--- src/sv/lsms_pkg.sv ---
// Shared types and constants of the LED and switch matrix scanner.
package lsms_pkg;

  localparam int LedRows    = 8;
  localparam int SwitchRows = 3;
  localparam int Columns    = 12;
  localparam int RowW       = 3;
  localparam int TickW      = 16;
  localparam int SwIdxW     = $clog2(SwitchRows);

  // Input commands.
  typedef enum logic [1:0] {
    CmdTick       = 2'd0,
    CmdLedWrite   = 2'd1,
    CmdSwitchRead = 2'd2,
    CmdNone       = 2'd3
  } cmd_e;

  // Scan phases; the spare code restarts the frame on the next tick.
  typedef enum logic [1:0] {
    PhLedOn  = 2'd0,
    PhLedGap = 2'd1,
    PhSwitch = 2'd2,
    PhSpare  = 2'd3
  } phase_e;

  // Configuration register indexes.
  typedef enum logic [1:0] {
    CfgRunEnable = 2'd0,
    CfgLedOn     = 2'd1,
    CfgLedGap    = 2'd2,
    CfgSettle    = 2'd3
  } cfg_idx_e;

  typedef struct packed {
    logic             run_enable;
    logic [TickW-1:0] led_on_ticks;
    logic [TickW-1:0] led_gap_ticks;
    logic [TickW-1:0] switch_settle_ticks;
  } cfg_t;

  // Pin levels held during the current tick.
  typedef struct packed {
    logic [Columns-1:0] col_drive;
    logic               col_drive_enable;
    logic [LedRows-1:0] led_row_enable;
    logic [SwitchRows-1:0] switch_row_sink;
  } pins_t;

  // Events of one tick, reported by the scan controller.
  typedef struct packed {
    logic              sample;
    logic              frame_done;
    logic [SwIdxW-1:0] sw_row;
  } scan_evt_t;

endpackage

--- src/sv/lsms_scan_ctrl.sv ---
// Scan sequencer: phase, row and tick counters, pin levels and sampling events.
module lsms_scan_ctrl
  import lsms_pkg::*;
(
  input  logic               clk_i,
  input  logic               rst_ni,
  input  cfg_t               cfg_i,
  input  logic               tick_i,
  input  logic [Columns-1:0] led_row_bits_i,
  output logic [RowW-1:0]    row_o,
  output pins_t              pins_o,
  output scan_evt_t          evt_o
);

  phase_e           phase_q, phase_d;
  logic [RowW-1:0]  row_q, row_d;
  logic [TickW-1:0] tick_q, tick_d;

  logic [TickW:0]   tick_inc;
  logic [TickW-1:0] on_lim;
  logic [TickW-1:0] settle_lim;
  logic             led_row_ok;
  logic             sw_row_ok;
  logic             last_led_row;
  logic             last_sw_row;

  assign tick_inc     = {1'b0, tick_q} + {{TickW{1'b0}}, 1'b1};
  assign on_lim       = (cfg_i.led_on_ticks == '0) ? TickW'(1) : cfg_i.led_on_ticks;
  assign settle_lim   = (cfg_i.switch_settle_ticks == '0) ? TickW'(1)
                                                          : cfg_i.switch_settle_ticks;
  assign led_row_ok   = ({1'b0, row_q} < (RowW + 1)'(LedRows));
  assign sw_row_ok    = ({1'b0, row_q} < (RowW + 1)'(SwitchRows));
  assign last_led_row = (row_q == RowW'(LedRows - 1));
  assign last_sw_row  = (row_q == RowW'(SwitchRows - 1));

  // Next state of the scan on a tick.
  always_comb begin
    phase_d = phase_q;
    row_d   = row_q;
    tick_d  = tick_q;
    if (tick_i) begin
      if (!cfg_i.run_enable) begin
        phase_d = PhLedOn;
        row_d   = '0;
        tick_d  = '0;
      end else begin
        case (phase_q)
          PhLedOn: begin
            if (!led_row_ok) begin
              phase_d = PhLedOn;
              row_d   = '0;
              tick_d  = '0;
            end else if (tick_inc >= {1'b0, on_lim}) begin
              tick_d = '0;
              if (cfg_i.led_gap_ticks != '0) begin
                phase_d = PhLedGap;
              end else if (last_led_row) begin
                row_d   = '0;
                phase_d = PhSwitch;
              end else begin
                row_d = row_q + RowW'(1);
              end
            end else begin
              tick_d = tick_inc[TickW-1:0];
            end
          end
          PhLedGap: begin
            if (!led_row_ok) begin
              phase_d = PhLedOn;
              row_d   = '0;
              tick_d  = '0;
            end else if (tick_inc >= {1'b0, cfg_i.led_gap_ticks}) begin
              tick_d = '0;
              if (last_led_row) begin
                row_d   = '0;
                phase_d = PhSwitch;
              end else begin
                row_d   = row_q + RowW'(1);
                phase_d = PhLedOn;
              end
            end else begin
              tick_d = tick_inc[TickW-1:0];
            end
          end
          PhSwitch: begin
            if (!sw_row_ok) begin
              phase_d = PhLedOn;
              row_d   = '0;
              tick_d  = '0;
            end else if (tick_inc >= {1'b0, settle_lim}) begin
              tick_d = '0;
              if (last_sw_row) begin
                row_d   = '0;
                phase_d = PhLedOn;
              end else begin
                row_d = row_q + RowW'(1);
              end
            end else begin
              tick_d = tick_inc[TickW-1:0];
            end
          end
          default: begin
            phase_d = PhLedOn;
            row_d   = '0;
            tick_d  = '0;
          end
        endcase
      end
    end
  end

  // Pin levels of the current state and the sampling events of a tick.
  always_comb begin
    pins_o        = '0;
    evt_o         = '0;
    evt_o.sw_row  = row_q[SwIdxW-1:0];
    if (cfg_i.run_enable) begin
      case (phase_q)
        PhLedOn, PhLedGap: begin
          if (led_row_ok) begin
            pins_o.col_drive        = ~led_row_bits_i;
            pins_o.col_drive_enable = 1'b1;
            if (phase_q == PhLedOn) begin
              pins_o.led_row_enable = LedRows'(1) << row_q;
            end
          end
        end
        PhSwitch: begin
          if (sw_row_ok) begin
            pins_o.switch_row_sink = SwitchRows'(1) << row_q;
            if (tick_i && (tick_inc >= {1'b0, settle_lim})) begin
              evt_o.sample     = 1'b1;
              evt_o.frame_done = last_sw_row;
            end
          end
        end
        default: begin
          pins_o = '0;
        end
      endcase
    end
  end

  // Scan state registers.
  always_ff @(posedge clk_i or negedge rst_ni) begin
    if (!rst_ni) begin
      phase_q <= PhLedOn;
      row_q   <= '0;
      tick_q  <= '0;
    end else begin
      phase_q <= phase_d;
      row_q   <= row_d;
      tick_q  <= tick_d;
    end
  end

  assign row_o = row_q;

  // The end of a frame is always a switch sample.
  assert property (@(posedge clk_i) disable iff (!rst_ni)
    evt_o.frame_done |-> evt_o.sample)
    else $error("frame end without a switch sample");

  // LED rows and switch rows are never active together.
  assert property (@(posedge clk_i) disable iff (!rst_ni)
    !((|pins_o.led_row_enable) && (|pins_o.switch_row_sink)))
    else $error("LED row and switch row active together");

  // At most one LED row is lit.
  assert property (@(posedge clk_i) disable iff (!rst_ni)
    $onehot0(pins_o.led_row_enable))
    else $error("more than one LED row lit");

  // A tick while scanning is off restarts the frame.
  assert property (@(posedge clk_i) disable iff (!rst_ni)
    (tick_i && !cfg_i.run_enable) |=>
      (phase_q == PhLedOn && row_q == '0 && tick_q == '0))
    else $error("scan not restarted while disabled");

endmodule

--- src/sv/led_and_switch_matrix_scanner.sv ---
// Top level of the LED and switch matrix scanner: stores, config and output register.
// The block takes one command transfer per clock and delivers its result from an
// output register; it sustains one item per clock as long as the result side takes
// each transfer. A tick command reports the pin levels held for
// that tick and then steps the frame (LED rows lit and blanked in turn, then switch
// rows sunk and sampled); LED writes and switch reads report the pins unchanged.
// The scan position, the 8 LED rows and the 3 switch rows live in flip-flops, so
// there is no clearing pass after reset. Configuration writes are taken at once.
module led_and_switch_matrix_scanner
  import lsms_pkg::*;
(
  input  logic        clk_i,
  input  logic        rst_ni,
  // Configuration write port.
  input  logic        cfg_we_i,
  input  logic [1:0]  cfg_index_i,
  input  logic [15:0] cfg_data_i,
  // Command stream.
  input  logic        s_axis_tvalid,
  output logic        s_axis_tready,
  // tdata: cmd[1:0], row_index[4:2], led_bits[16:5], col_sense[28:17], zero[31:29]
  input  logic [31:0] s_axis_tdata,
  // Result stream.
  output logic        m_axis_tvalid,
  input  logic        m_axis_tready,
  // tdata: col_drive[11:0], col_drive_enable[12], led_row_enable[20:13],
  //        switch_row_sink[23:21], switch_bits[35:24], zero[39:36]
  output logic [39:0] m_axis_tdata,
  // tlast: frame_done
  output logic        m_axis_tlast
);

  cfg_t               cfg_q;
  logic [Columns-1:0] led_store_q [LedRows];
  logic [Columns-1:0] switch_store_q [SwitchRows];

  logic               out_valid_q;
  logic [35:0]        out_data_q;
  logic               out_last_q;

  cmd_e               in_cmd;
  logic [RowW-1:0]    in_row;
  logic [Columns-1:0] in_led_bits;
  logic [Columns-1:0] in_col_sense;
  logic               accept;
  logic               tick;
  logic [RowW-1:0]    scan_row;
  pins_t              pins;
  scan_evt_t          evt;
  logic [Columns-1:0] switch_bits;

  assign in_cmd       = cmd_e'(s_axis_tdata[1:0]);
  assign in_row       = s_axis_tdata[4:2];
  assign in_led_bits  = s_axis_tdata[16:5];
  assign in_col_sense = s_axis_tdata[28:17];

  assign s_axis_tready = !out_valid_q || m_axis_tready;
  assign accept        = s_axis_tvalid && s_axis_tready;
  assign tick          = accept && (in_cmd == CmdTick);

  lsms_scan_ctrl u_scan_ctrl (
    .clk_i          (clk_i),
    .rst_ni         (rst_ni),
    .cfg_i          (cfg_q),
    .tick_i         (tick),
    .led_row_bits_i (led_store_q[scan_row]),
    .row_o          (scan_row),
    .pins_o         (pins),
    .evt_o          (evt)
  );

  // Stored switch row for a read command, zero otherwise.
  always_comb begin
    switch_bits = '0;
    if ((in_cmd == CmdSwitchRead) && (in_row < RowW'(SwitchRows))) begin
      switch_bits = switch_store_q[in_row[SwIdxW-1:0]];
    end
  end

  // Configuration registers.
  always_ff @(posedge clk_i or negedge rst_ni) begin
    if (!rst_ni) begin
      cfg_q.run_enable          <= 1'b0;
      cfg_q.led_on_ticks        <= 16'd300;
      cfg_q.led_gap_ticks       <= 16'd10;
      cfg_q.switch_settle_ticks <= 16'd3;
    end else if (cfg_we_i) begin
      case (cfg_idx_e'(cfg_index_i))
        CfgRunEnable: cfg_q.run_enable          <= cfg_data_i[0];
        CfgLedOn:     cfg_q.led_on_ticks        <= cfg_data_i;
        CfgLedGap:    cfg_q.led_gap_ticks       <= cfg_data_i;
        CfgSettle:    cfg_q.switch_settle_ticks <= cfg_data_i;
        default:      cfg_q <= cfg_q;
      endcase
    end
  end

  // LED row store, written by LED write commands.
  always_ff @(posedge clk_i or negedge rst_ni) begin
    if (!rst_ni) begin
      for (int i = 0; i < LedRows; i++) begin
        led_store_q[i] <= '0;
      end
    end else if (accept && (in_cmd == CmdLedWrite) &&
                 ({1'b0, in_row} < (RowW + 1)'(LedRows))) begin
      led_store_q[in_row] <= in_led_bits;
    end
  end

  // Switch row store, written on the last settle tick of each switch row.
  always_ff @(posedge clk_i or negedge rst_ni) begin
    if (!rst_ni) begin
      for (int i = 0; i < SwitchRows; i++) begin
        switch_store_q[i] <= '0;
      end
    end else if (evt.sample) begin
      switch_store_q[evt.sw_row] <= in_col_sense;
    end
  end

  // Output register; a new transfer is loaded whenever the old one is gone.
  always_ff @(posedge clk_i or negedge rst_ni) begin
    if (!rst_ni) begin
      out_valid_q <= 1'b0;
    end else if (s_axis_tready) begin
      out_valid_q <= s_axis_tvalid;
    end
  end

  always_ff @(posedge clk_i) begin
    if (accept) begin
      out_data_q <= {switch_bits, pins.switch_row_sink, pins.led_row_enable,
                     pins.col_drive_enable, pins.col_drive};
      out_last_q <= evt.frame_done;
    end
  end

  assign m_axis_tvalid = out_valid_q;
  assign m_axis_tdata  = {4'b0000, out_data_q};
  assign m_axis_tlast  = out_last_q;

  // Released columns never carry a drive level.
  assert property (@(posedge clk_i) disable iff (!rst_ni)
    (out_valid_q && !out_data_q[12]) |-> (out_data_q[11:0] == '0))
    else $error("column levels set while columns are released");

endmodule
--- config.mk ---
export PLATFORM = sky130hd
export DESIGN_NAME = led_and_switch_matrix_scanner
export DESIGN_NICKNAME = d
export VERILOG_FILES = /design/src/sv/lsms_pkg.sv /design/src/sv/lsms_scan_ctrl.sv /design/src/sv/led_and_switch_matrix_scanner.sv
export SDC_FILE = /design/constraint.sdc
export NUM_CORES = 1
export LEC_CHECK = 0
export ABC_AREA = 1
export BUFFER_PORTS_ARGS = -buffer_cell sky130_fd_sc_hd__buf_2
export CAP_MARGIN = 40
export CORE_MARGIN = 5
export CORE_UTILIZATION = 35
export DETAILED_ROUTE_END_ITERATION = 8
export PLACE_DENSITY_LB_ADDON = 0.08
export SYNTH_ARGS = -nofsm -noshare
export SYNTH_HDL_FRONTEND = slang
export SYNTH_SLANG_ARGS = --single-unit
--- constraint.sdc ---
create_clock -name clk_i -period 4.1 [get_ports clk_i]
set_input_delay 0.82 -clock clk_i [delete_from_list [all_inputs] [get_ports clk_i]]
set_output_delay 0.82 -clock clk_i [all_outputs]
set_load 0.01 [all_outputs]
# --- After elaboration in Yosys (flattened, before gate mapping) ---
# Cells that the tools add are included.
word_totals:
  regBits: 240
  inputBits: 55
  out_inout_bits: 43
  word_cells: 131
op_classes:
  addsub: 2
  magnitude_cmp: 11
  n_eq_ne: 15
  shift: 2
  mux: 45
  bitwise: 5
  reduce_logical: 26
op_table:
  columns: ["op", "count"]
  rows:
  - ["$mux 16", 7]
  - ["$bwmux 96", 1]
  - ["$mux 12", 6]
  - ["$ge 17x16->1", 3]
  - ["$pmux 16 s3", 1]
  - ["$bmux 12 s3", 1]
  - ["$bwmux 36", 1]
  - ["$demux 12 s3", 1]
  - ["$logic_not 16->1", 2]
  - ["$mux 2", 13]
  - ["$bmux 12 s2", 1]
  - ["$demux 12 s2", 1]
  - ["$mux 3", 8]
  - ["$add 16x1->17 const B", 1]
  - ["$reduce_bool 16->1", 1]
  - ["$not 12->12", 1]
  - ["$reduce_and 2->1", 5]
  - ["$mux 9", 1]
  - ["$pmux 3 s3", 1]
  - ["$eq 2x2->1 const B", 4]
  - ["$ge 4x4->1 const B", 2]
  - ["$mux 8", 1]
  - ["$ne 4x4->1 const B", 2]
  - ["$not 3->4", 2]
  - ["other kinds (24)", 39]

# --- Longest topological paths before layout ---
# Gate-level depths: netlist of run 1.
depth:
  word_depth: 9
  ltp_mapped: 22
  mapped_depth_nobuf: 22

# --- By module ---
# A second synthesis of run 1 with hierarchy kept.
hier_totals:
  hier_cells: 1689
  hier_area_um2: 12944.9
by_module_without_submodules:
  columns: ["module", "n_inst", "cells_per_inst", "area_per_inst_um2", "seq_area_each_um2"]
  rows:
  - ["led_and_switch_matrix_scanner", 1, 1208, 9854.5, 5675.4]
  - ["lsms_scan_ctrl", 1, 481, 3090.5, 525.5]

# --- Worst setup path before layout of run 1 ---
# No wires, ideal clock.
synth_timing:
  path_kind: "register to register"
  from: "register u_scan_ctrl.tick_q[0]"
  to: "register switch_store_q[21] (netlist bit)"
  setup_time_ns: 0.123
  t_arrival_ns: 2.748
  required_time_ns: 3.977
  path_slack_ns: 1.229
  path_stages_with_launch: 18
  n_path_buf: 1
  synth_period_minus_slack_ns: 2.871
  cell_sequence: "dfrtp_1 > ha_1 > nand3_2 > nor2_4 > nand2_1 > nor2_1 > xor2_1 > ha_1 > nand2_1 > nor3_1 > nand3_1 > nor2_1 > nor2_2 > nand2_2 > nand3_4 > buf_4 > o21ai_0 > nand2_1"
synth_between:
  elab_chain_cells: 7
synth_lines:
  columns: ["item", "line", "text"]
  rows:
  - ["start: declaration", "lsms_scan_ctrl.sv:17", "logic [TickW-1:0] tick_q, tick_d;"]
  - ["start signal: assignment", "lsms_scan_ctrl.sv:153", "tick_q <= tick_d;"]
  - ["$add 16x1->17", "lsms_scan_ctrl.sv:27", "assign tick_inc = {1'b0, tick_q} + {{TickW{1'b0}}, 1'b1};"]
  - ["$ge 17x16->1", "lsms_scan_ctrl.sv:131", "if (tick_i && (tick_inc >= {1'b0, settle_lim})) begin"]
  - ["$logic_and 1x1->1", "lsms_scan_ctrl.sv:131", null]
  - ["$mux 2", "lsms_scan_ctrl.sv:131", null]
  - ["$mux 2", "lsms_scan_ctrl.sv:129", "if (sw_row_ok) begin"]
  - ["$mux 2", "lsms_scan_ctrl.sv:118", "case (phase_q)"]
  - ["$mux 2", "lsms_scan_ctrl.sv:117", "if (cfg_i.run_enable) begin"]
  - ["end signal: indexed assignment", "led_and_switch_matrix_scanner.sv:117", "switch_store_q[evt.sw_row] <= in_col_sense;"]
  - ["end: declaration", "led_and_switch_matrix_scanner.sv:35", "logic [Columns-1:0] switch_store_q [SwitchRows];"]
# No other way between the ends.
# A chain may end at the register's enable or synchronous reset.

# --- Final worst setup path of run 1 ---
layout_timing:
  from: "register u_scan_ctrl.tick_q[2]"
  to: "register switch_store_q[26] (netlist bit)"
# Same word-level chain as after synthesis.

==> results of run 1 <==
cell families (layout without fill, tap and decap cells):
| logic type | count (synthesis) | after routing |
|---|---|---|
| adder cells (fa/ha/maj) | 54 | 54 |
| XOR/XNOR | 9 | 9 |
| AO/OA/AOI/OAI | 330 | 330 |
| flip-flops | 240 | 240 |
| AND/OR/NAND/NOR | 570 | 570 |
| other | 1 | 4 |
| buffers and inverters | 229 | 335 |
through the flow:
step	area, sq um	cells
3_3_place_gp	13100	1941
3_5_place_dp	13200	1945
4_1_cts	14100	1997
2_1_floorplan	12200	1436
5_1_grt	14100	1997
6_report	14100	1997
report_power, final:
part           switching (mW)  leakage, nW  total, mW  internal (mW)
logic                   0.931         3.62       1.38          0.450
registers               0.174         2.97       2.91           2.74
clock network            1.01        0.425       2.43           1.42
total                    2.11         7.01       6.72           4.61
placed cells by master (no fill, tap or decap), types with 14 or more instances in the layout:
master                        n
sky130_fd_sc_hd__o21ai_0    178
sky130_fd_sc_hd__buf_2       89
sky130_fd_sc_hd__buf_4       26
sky130_fd_sc_hd__clkbuf_1    14
sky130_fd_sc_hd__edfxtp_1    37
sky130_fd_sc_hd__nand2_1    390
sky130_fd_sc_hd__nand3_1     25
sky130_fd_sc_hd__inv_1      156
sky130_fd_sc_hd__dfrtp_1    194
sky130_fd_sc_hd__nor2_1      58
sky130_fd_sc_hd__nand4_1     34
sky130_fd_sc_hd__nand2_2     22
sky130_fd_sc_hd__ha_1        54
sky130_fd_sc_hd__clkbuf_16   28
sky130_fd_sc_hd__a21oi_1     94
path summary, 6_finish.rpt:
kind                                  startpoint                endpoint  slack (ps)  cells past startpoint
min in group clk_i            switch_store_q[20]      switch_store_q[20]         480                      2
min reg2reg                   switch_store_q[20]      switch_store_q[20]         480                      2
max reg2reg                u_scan_ctrl.tick_q[2]      switch_store_q[26]         440                     17
min                                       rst_ni  u_scan_ctrl.tick_q[11]         350                      1
max                        u_scan_ctrl.tick_q[2]      switch_store_q[26]         440                     17
max in group asynchronous                 rst_ni         led_store_q[70]        2850                      2
area by class of cell:
| cell class | instances | area [sq um] |
|---|---|---|
| clock buffers | 43 | 767 |
| flip-flops and latches | 240 | 6200 |
| clock inverters | 9 | 129 |
| multi-input cells | 967 | 5090 |
| well taps | 455 | 569 |
| fillers | 3585 | 20300 |
| repair buffers | 121 | 772 |
| inverters | 162 | 608 |
sequential cells by signal (all words and copies together), names as in the netlist:
register and cells:
m_axis_tvalid 1, led_store_q 96, m_axis_tlast 1, u_scan_ctrl.row_o 3, u_scan_ctrl.tick_q 16, cfg_q 49
switch_store_q 36, u_scan_ctrl.phase_q 2, out_data_q 36
per-layer routing:
| layer | vias up | part of all wire | GRT usage |
|---|---|---|---|
| li1 | 4925 | - | - |
| met1 | 4623 | 0.53 | 0.265 |
| met2 | 157 | 0.42 | 0.256 |
| met3 | 36 | 0.038 | 0.0214 |
| met4 | 0 | 0.017 | 0.0347 |
| met5 | - | 0 | 0 |
==> impl_metrics.yaml, run 1 <==
layout:
  antenna-diode-count: 0
  final_core_utilization: 0.410
  nNetsFinal: 1629
  share_of_layout_cells_above_drive_strength_1: 0.148
  syn_to_final_growth_pct: 15.8
timing:
  maxSlewViolCount: 0
  min_period_over_period: 0.892
  fin_worst_hold_slack_ps: 353
  max_freq_mhz: 273
  timing_hold_violations_final: 0
  slew-limit-headroom: 0.413
  min_clock_period_post_route_ps: 3660
  final-setup-viol-count: 0
  post-route-worst-setup-slack_ps: 442
  worst_pin_slew_ps: 879
  skew_ps: 24.6
  totalNegativeSetupSlack_ps: 0
  rsz0062_at_grt: "false"
worst_setup_path:
  critical_path_buf_inv_count: 2
  critPathSlowestCell: "sky130_fd_sc_hd__nor2_8"
  crit_path_cell_trace: "and3_1, nand4_1, nor2_1, nand2_1, o21ai_0, inv_1, ha_1, nand2_1, nor3_1, nand4_1, nand2_1, inv_2, nand2_2, nand3_4, nor2_8, nand2_1, o21ai_2"
  worst_ep_required_time_ps: 4590
  crit_path_max_fanout: 24
  timing.setup.critical_path_class: "reg2reg"
  max_stage_delay_ps: 460
  timing.critical_path.mode_cell: "sky130_fd_sc_hd__nand2_1"
  crit_path_start_kind: "flip-flop"
  worst-endpoint-arrival_ps: 4150
  cp_top_family: "simple AND/OR/NAND/NOR gates"
  crit_path_capture_type: "flip-flop"
clock_tree:
  clock_tree.root_cell: "sky130_fd_sc_hd__clkbuf_16"
  cts_hold_buffers: 0
  cts_resized: 0
  worst_skew_pair.late_latency_ps: 560
  cts_sinks: 240
  clkTransAtPathRegs_ps: 60
  cts_buffers: 28
  post_cts.repair.setup_buffers: 0
  clock_tree.buffer_depth: 3
  tritoncts_clock_tree: "done"
  cts_htree_levels: 1
detailed_routing:
  routed_wl_um: 32700
  post-route-drc-count: 0
  detail_route.wl_per_cell_um: 16.4
  post_drt_via_cell_ratio: 4.88
  drt_pre_antenna_iters: 5
  num_vias: 9741
  number_of_nets_with_antenna_violations_after_routing: 0
  detailedRoute.firstIterationViolations: 611
synthesis:
  post_synth_fa_ha_maj_area_fraction: 0.0553
  synth_xor_xnor_area_share: 0.00646
  cell_area_synth_sq_um: 12200
  synth.top_cell.area_share: 0.400
  synth_enable_flop_cells: 37
  synth.avg_cell_area_sq_um: 8.52
  post-synth-top-count-cell: "sky130_fd_sc_hd__nand2_1"
  synthFlopType: "sky130_fd_sc_hd__dfrtp_1"
  synthDistinctLibCells: 51
  postSynthCellCount: 1433
  cell_accounting_for_the_most_synthesized_area: "sky130_fd_sc_hd__dfrtp_1"
  yosys-top-cells-area: "sky130_fd_sc_hd__dfrtp_1 40%, sky130_fd_sc_hd__nand2_1 12%, sky130_fd_sc_hd__edfxtp_1 9.1%"
  synth.yosys.seq_area_share: 0.508
  synth.top_cells.by_count: "390 x sky130_fd_sc_hd__nand2_1, 195 x sky130_fd_sc_hd__dfrtp_1, 178 x sky130_fd_sc_hd__o21ai_0"
  synth_top_family_by_area: "simple AND/OR/NAND/NOR gates"
  yosysWarningCount: 0
  synth-compound-area-share: 0.149
  synth-simple-area-share: 0.205
  synth.ff_latch_count: 240
  ys_async_sr_fraction: 0.846
  yosys-mux-area-fraction: 0
power:
  power_leakage_nw: 7.01
  worst_ir_drop_vdd_mv: 0.306
  power.total_mw: 6.72
  powerDensity_nw_per_um2: 476
floorplanning:
  floorplan.initialDensity: 0.354
  floorplan.io_pins: 98
  fp.dieH_um: 197
  fp.dieArea_sq_um: 38700
  die_width_um: 197
  rows: 68
  core_region_area_sq_um: 34500
job:
  max_cap_violations: 0
grt:
  first_global_vias: 9786
  grt_first_pass_wirelength_um: 54100
  overflow: 0
  grt_max_degree: 88
  antenna_violations_before_repair: 0
  gr-usage-all-layers: 0.171
placed_design:
  routabilityCongestion: 0.841
  hpwlAfterDp_um: 21900
  io_buffer_count: 90
  dpl_worst_slack_ps: 456
hold_path:
  hold_path.class: "in2async"
run_status:
  status: "finished clean"
No activity file was read; power rests on OpenSTA's default activity.
==> inputs of run 2 (changes only) <==
Settings changed: PLACE_DENSITY_LB_ADDON 0.08 to 0.25.
==> impl_metrics.yaml, run 2 (synthesized netlist as in run 1, its figures left out) <==
timing:
  rsz0062_at_grt: "false"
  maxSlewViolCount: 0
  totalNegativeSetupSlack_ps: 0
  min_clock_period_post_route_ps: 3600
  slew-limit-headroom: 0.414
  timing_hold_violations_final: 0
  min_period_over_period: 0.878
  fin_worst_hold_slack_ps: 282
  worst_pin_slew_ps: 879
  final-setup-viol-count: 0
  skew_ps: 19.6
  max_freq_mhz: 278
grt:
  grt_first_pass_wirelength_um: 51700
  overflow: 0
  gr-usage-all-layers: 0.162
  first_global_vias: 9521
  grt_max_degree: 81
  antenna_violations_before_repair: 0
detailed_routing:
  post_drt_via_cell_ratio: 4.89
  num_vias: 9743
  detailedRoute.firstIterationViolations: 565
  number_of_nets_with_antenna_violations_after_routing: 0
  post-route-drc-count: 0
  detail_route.wl_per_cell_um: 15.7
  drt_pre_antenna_iters: 5
  routed_wl_um: 31300
power:
  powerDensity_nw_per_um2: 472
  power_leakage_nw: 6.99
  worst_ir_drop_vdd_mv: 0.373
  power.total_mw: 6.63
worst_setup_path:
  worst-endpoint-arrival_ps: 4080
  crit_path_max_fanout: 24
  worst_r2r_endpoint: "switch_store_q[35]"
  worst_ep_required_time_ps: 4580
  reg2reg_slack_ps: 500
  crit_path_start_kind: "flip-flop"
  regToRegStartpoint: "u_scan_ctrl.tick_q[2]"
  timing.setup.critical_path_class: "reg2reg"
  crit_path_capture_type: "flip-flop"
  r2r.worst_path.cells: 17
floorplanning:
  floorplan.io_pins: 98
  rows: 68
  fp.dieH_um: 197
  die_width_um: 197
  core_region_area_sq_um: 34500
  floorplan.initialDensity: 0.354
  fp.dieArea_sq_um: 38700
clock_tree:
  worst_skew_pair.late_latency_ps: 550
  cts_buffers: 27
  cts_hold_buffers: 0
  cts_htree_levels: 1
  cts_resized: 0
  clock_tree.root_cell: "sky130_fd_sc_hd__clkbuf_16"
  post_cts.repair.setup_buffers: 0
  clock_tree.buffer_depth: 3
  tritoncts_clock_tree: "done"
  clkTransAtPathRegs_ps: 60
  cts_sinks: 240
run_status:
  status: "finished clean"
layout:
  antenna-diode-count: 0
  mostFrequentLayoutCell: "sky130_fd_sc_hd__nand2_1"
  share_of_layout_cells_above_drive_strength_1: 0.148
  nNetsFinal: 1625
  most_frequent_cells_in_the_layout: "390 x sky130_fd_sc_hd__nand2_1, 194 x sky130_fd_sc_hd__dfrtp_1, 178 x sky130_fd_sc_hd__o21ai_0"
  largest_register_ffs: 96
  largestRegisters: "led_store_q: 96 flops, cfg_q: 49 flops"
  registers.top_by_ff_count: "led_store_q"
  syn_to_final_growth_pct: 15.2
placed_design:
  routabilityCongestion: 0.839
  hpwlAfterDp_um: 20900
  io_buffer_count: 90
hold_path:
  hold_path.class: "in2async"
job:
  max_cap_violations: 0
[run 2: stage by stage]
| step | util | instances | setup WS, ps | cell area [sq um] |
|---|---|---|---|---|
| 2_1_floorplan | - | 1436 | 1230 | 12200 |
| 3_3_place_gp | 0.380 | 1937 | 631 | 13100 |
| 3_5_place_dp | 0.383 | 1942 | 541 | 13200 |
| 4_1_cts | 0.408 | 1992 | 510 | 14100 |
| 5_1_grt | 0.408 | 1992 | 158 | 14100 |
| 6_report | 0.408 | 1992 | 500 | 14100 |
[run 2: layer usage]
layer,track usage,vias up,share of wire
li1,-,4898,-
met1,0.240,4572,0.49
met2,0.255,230,0.44
met3,0.0193,43,0.050
met4,0.0372,0,0.021
met5,0,-,0
[run 2: layout make-up]
cell class,instances,area [sq um]
inverters,162,608
flip-flops and latches,240,6200
repair buffers,118,737
multi-input cells,967,5090
clock inverters,9,90.1
fillers,3503,20400
clock buffers,41,778
well taps,455,569
[run 2: where the power goes]
group	switching, mW	total, mW	internal, mW	leakage (nW)
logic	0.901	1.34	0.442	3.60
registers	0.192	2.93	2.74	2.97
clock network	0.985	2.36	1.38	0.423
[run 2: worst max path at each step]
stage                                startpoint                  to  depth (start not counted)
final                     u_scan_ctrl.tick_q[2]  switch_store_q[35]                         17
after global routing      u_scan_ctrl.tick_q[2]  switch_store_q[27]                         17
after CTS                 u_scan_ctrl.tick_q[2]  switch_store_q[35]                         17
after detailed placement  u_scan_ctrl.tick_q[2]  switch_store_q[35]                         17
after global placement    u_scan_ctrl.tick_q[2]  switch_store_q[31]                         17
after floorplan           u_scan_ctrl.tick_q[0]  switch_store_q[21]                         17
[run 2: critical path, stage by stage (launching register included)]
cell	delay [ps]
sky130_fd_sc_hd__dfrtp_1	420
sky130_fd_sc_hd__and3_1	240
sky130_fd_sc_hd__nand4_1	150
sky130_fd_sc_hd__nor2_1	260
sky130_fd_sc_hd__nand2_1	100
sky130_fd_sc_hd__o21ai_0	290
sky130_fd_sc_hd__inv_1	150
sky130_fd_sc_hd__ha_1	300
sky130_fd_sc_hd__nand2_1	90
sky130_fd_sc_hd__nor3_1	280
sky130_fd_sc_hd__nand3_1	110
sky130_fd_sc_hd__nor2_1	130
sky130_fd_sc_hd__nor2_2	90
sky130_fd_sc_hd__nand2_2	90
sky130_fd_sc_hd__nand3_4	210
sky130_fd_sc_hd__nor2_8	430
sky130_fd_sc_hd__nand2_1	120
sky130_fd_sc_hd__o21ai_2	80
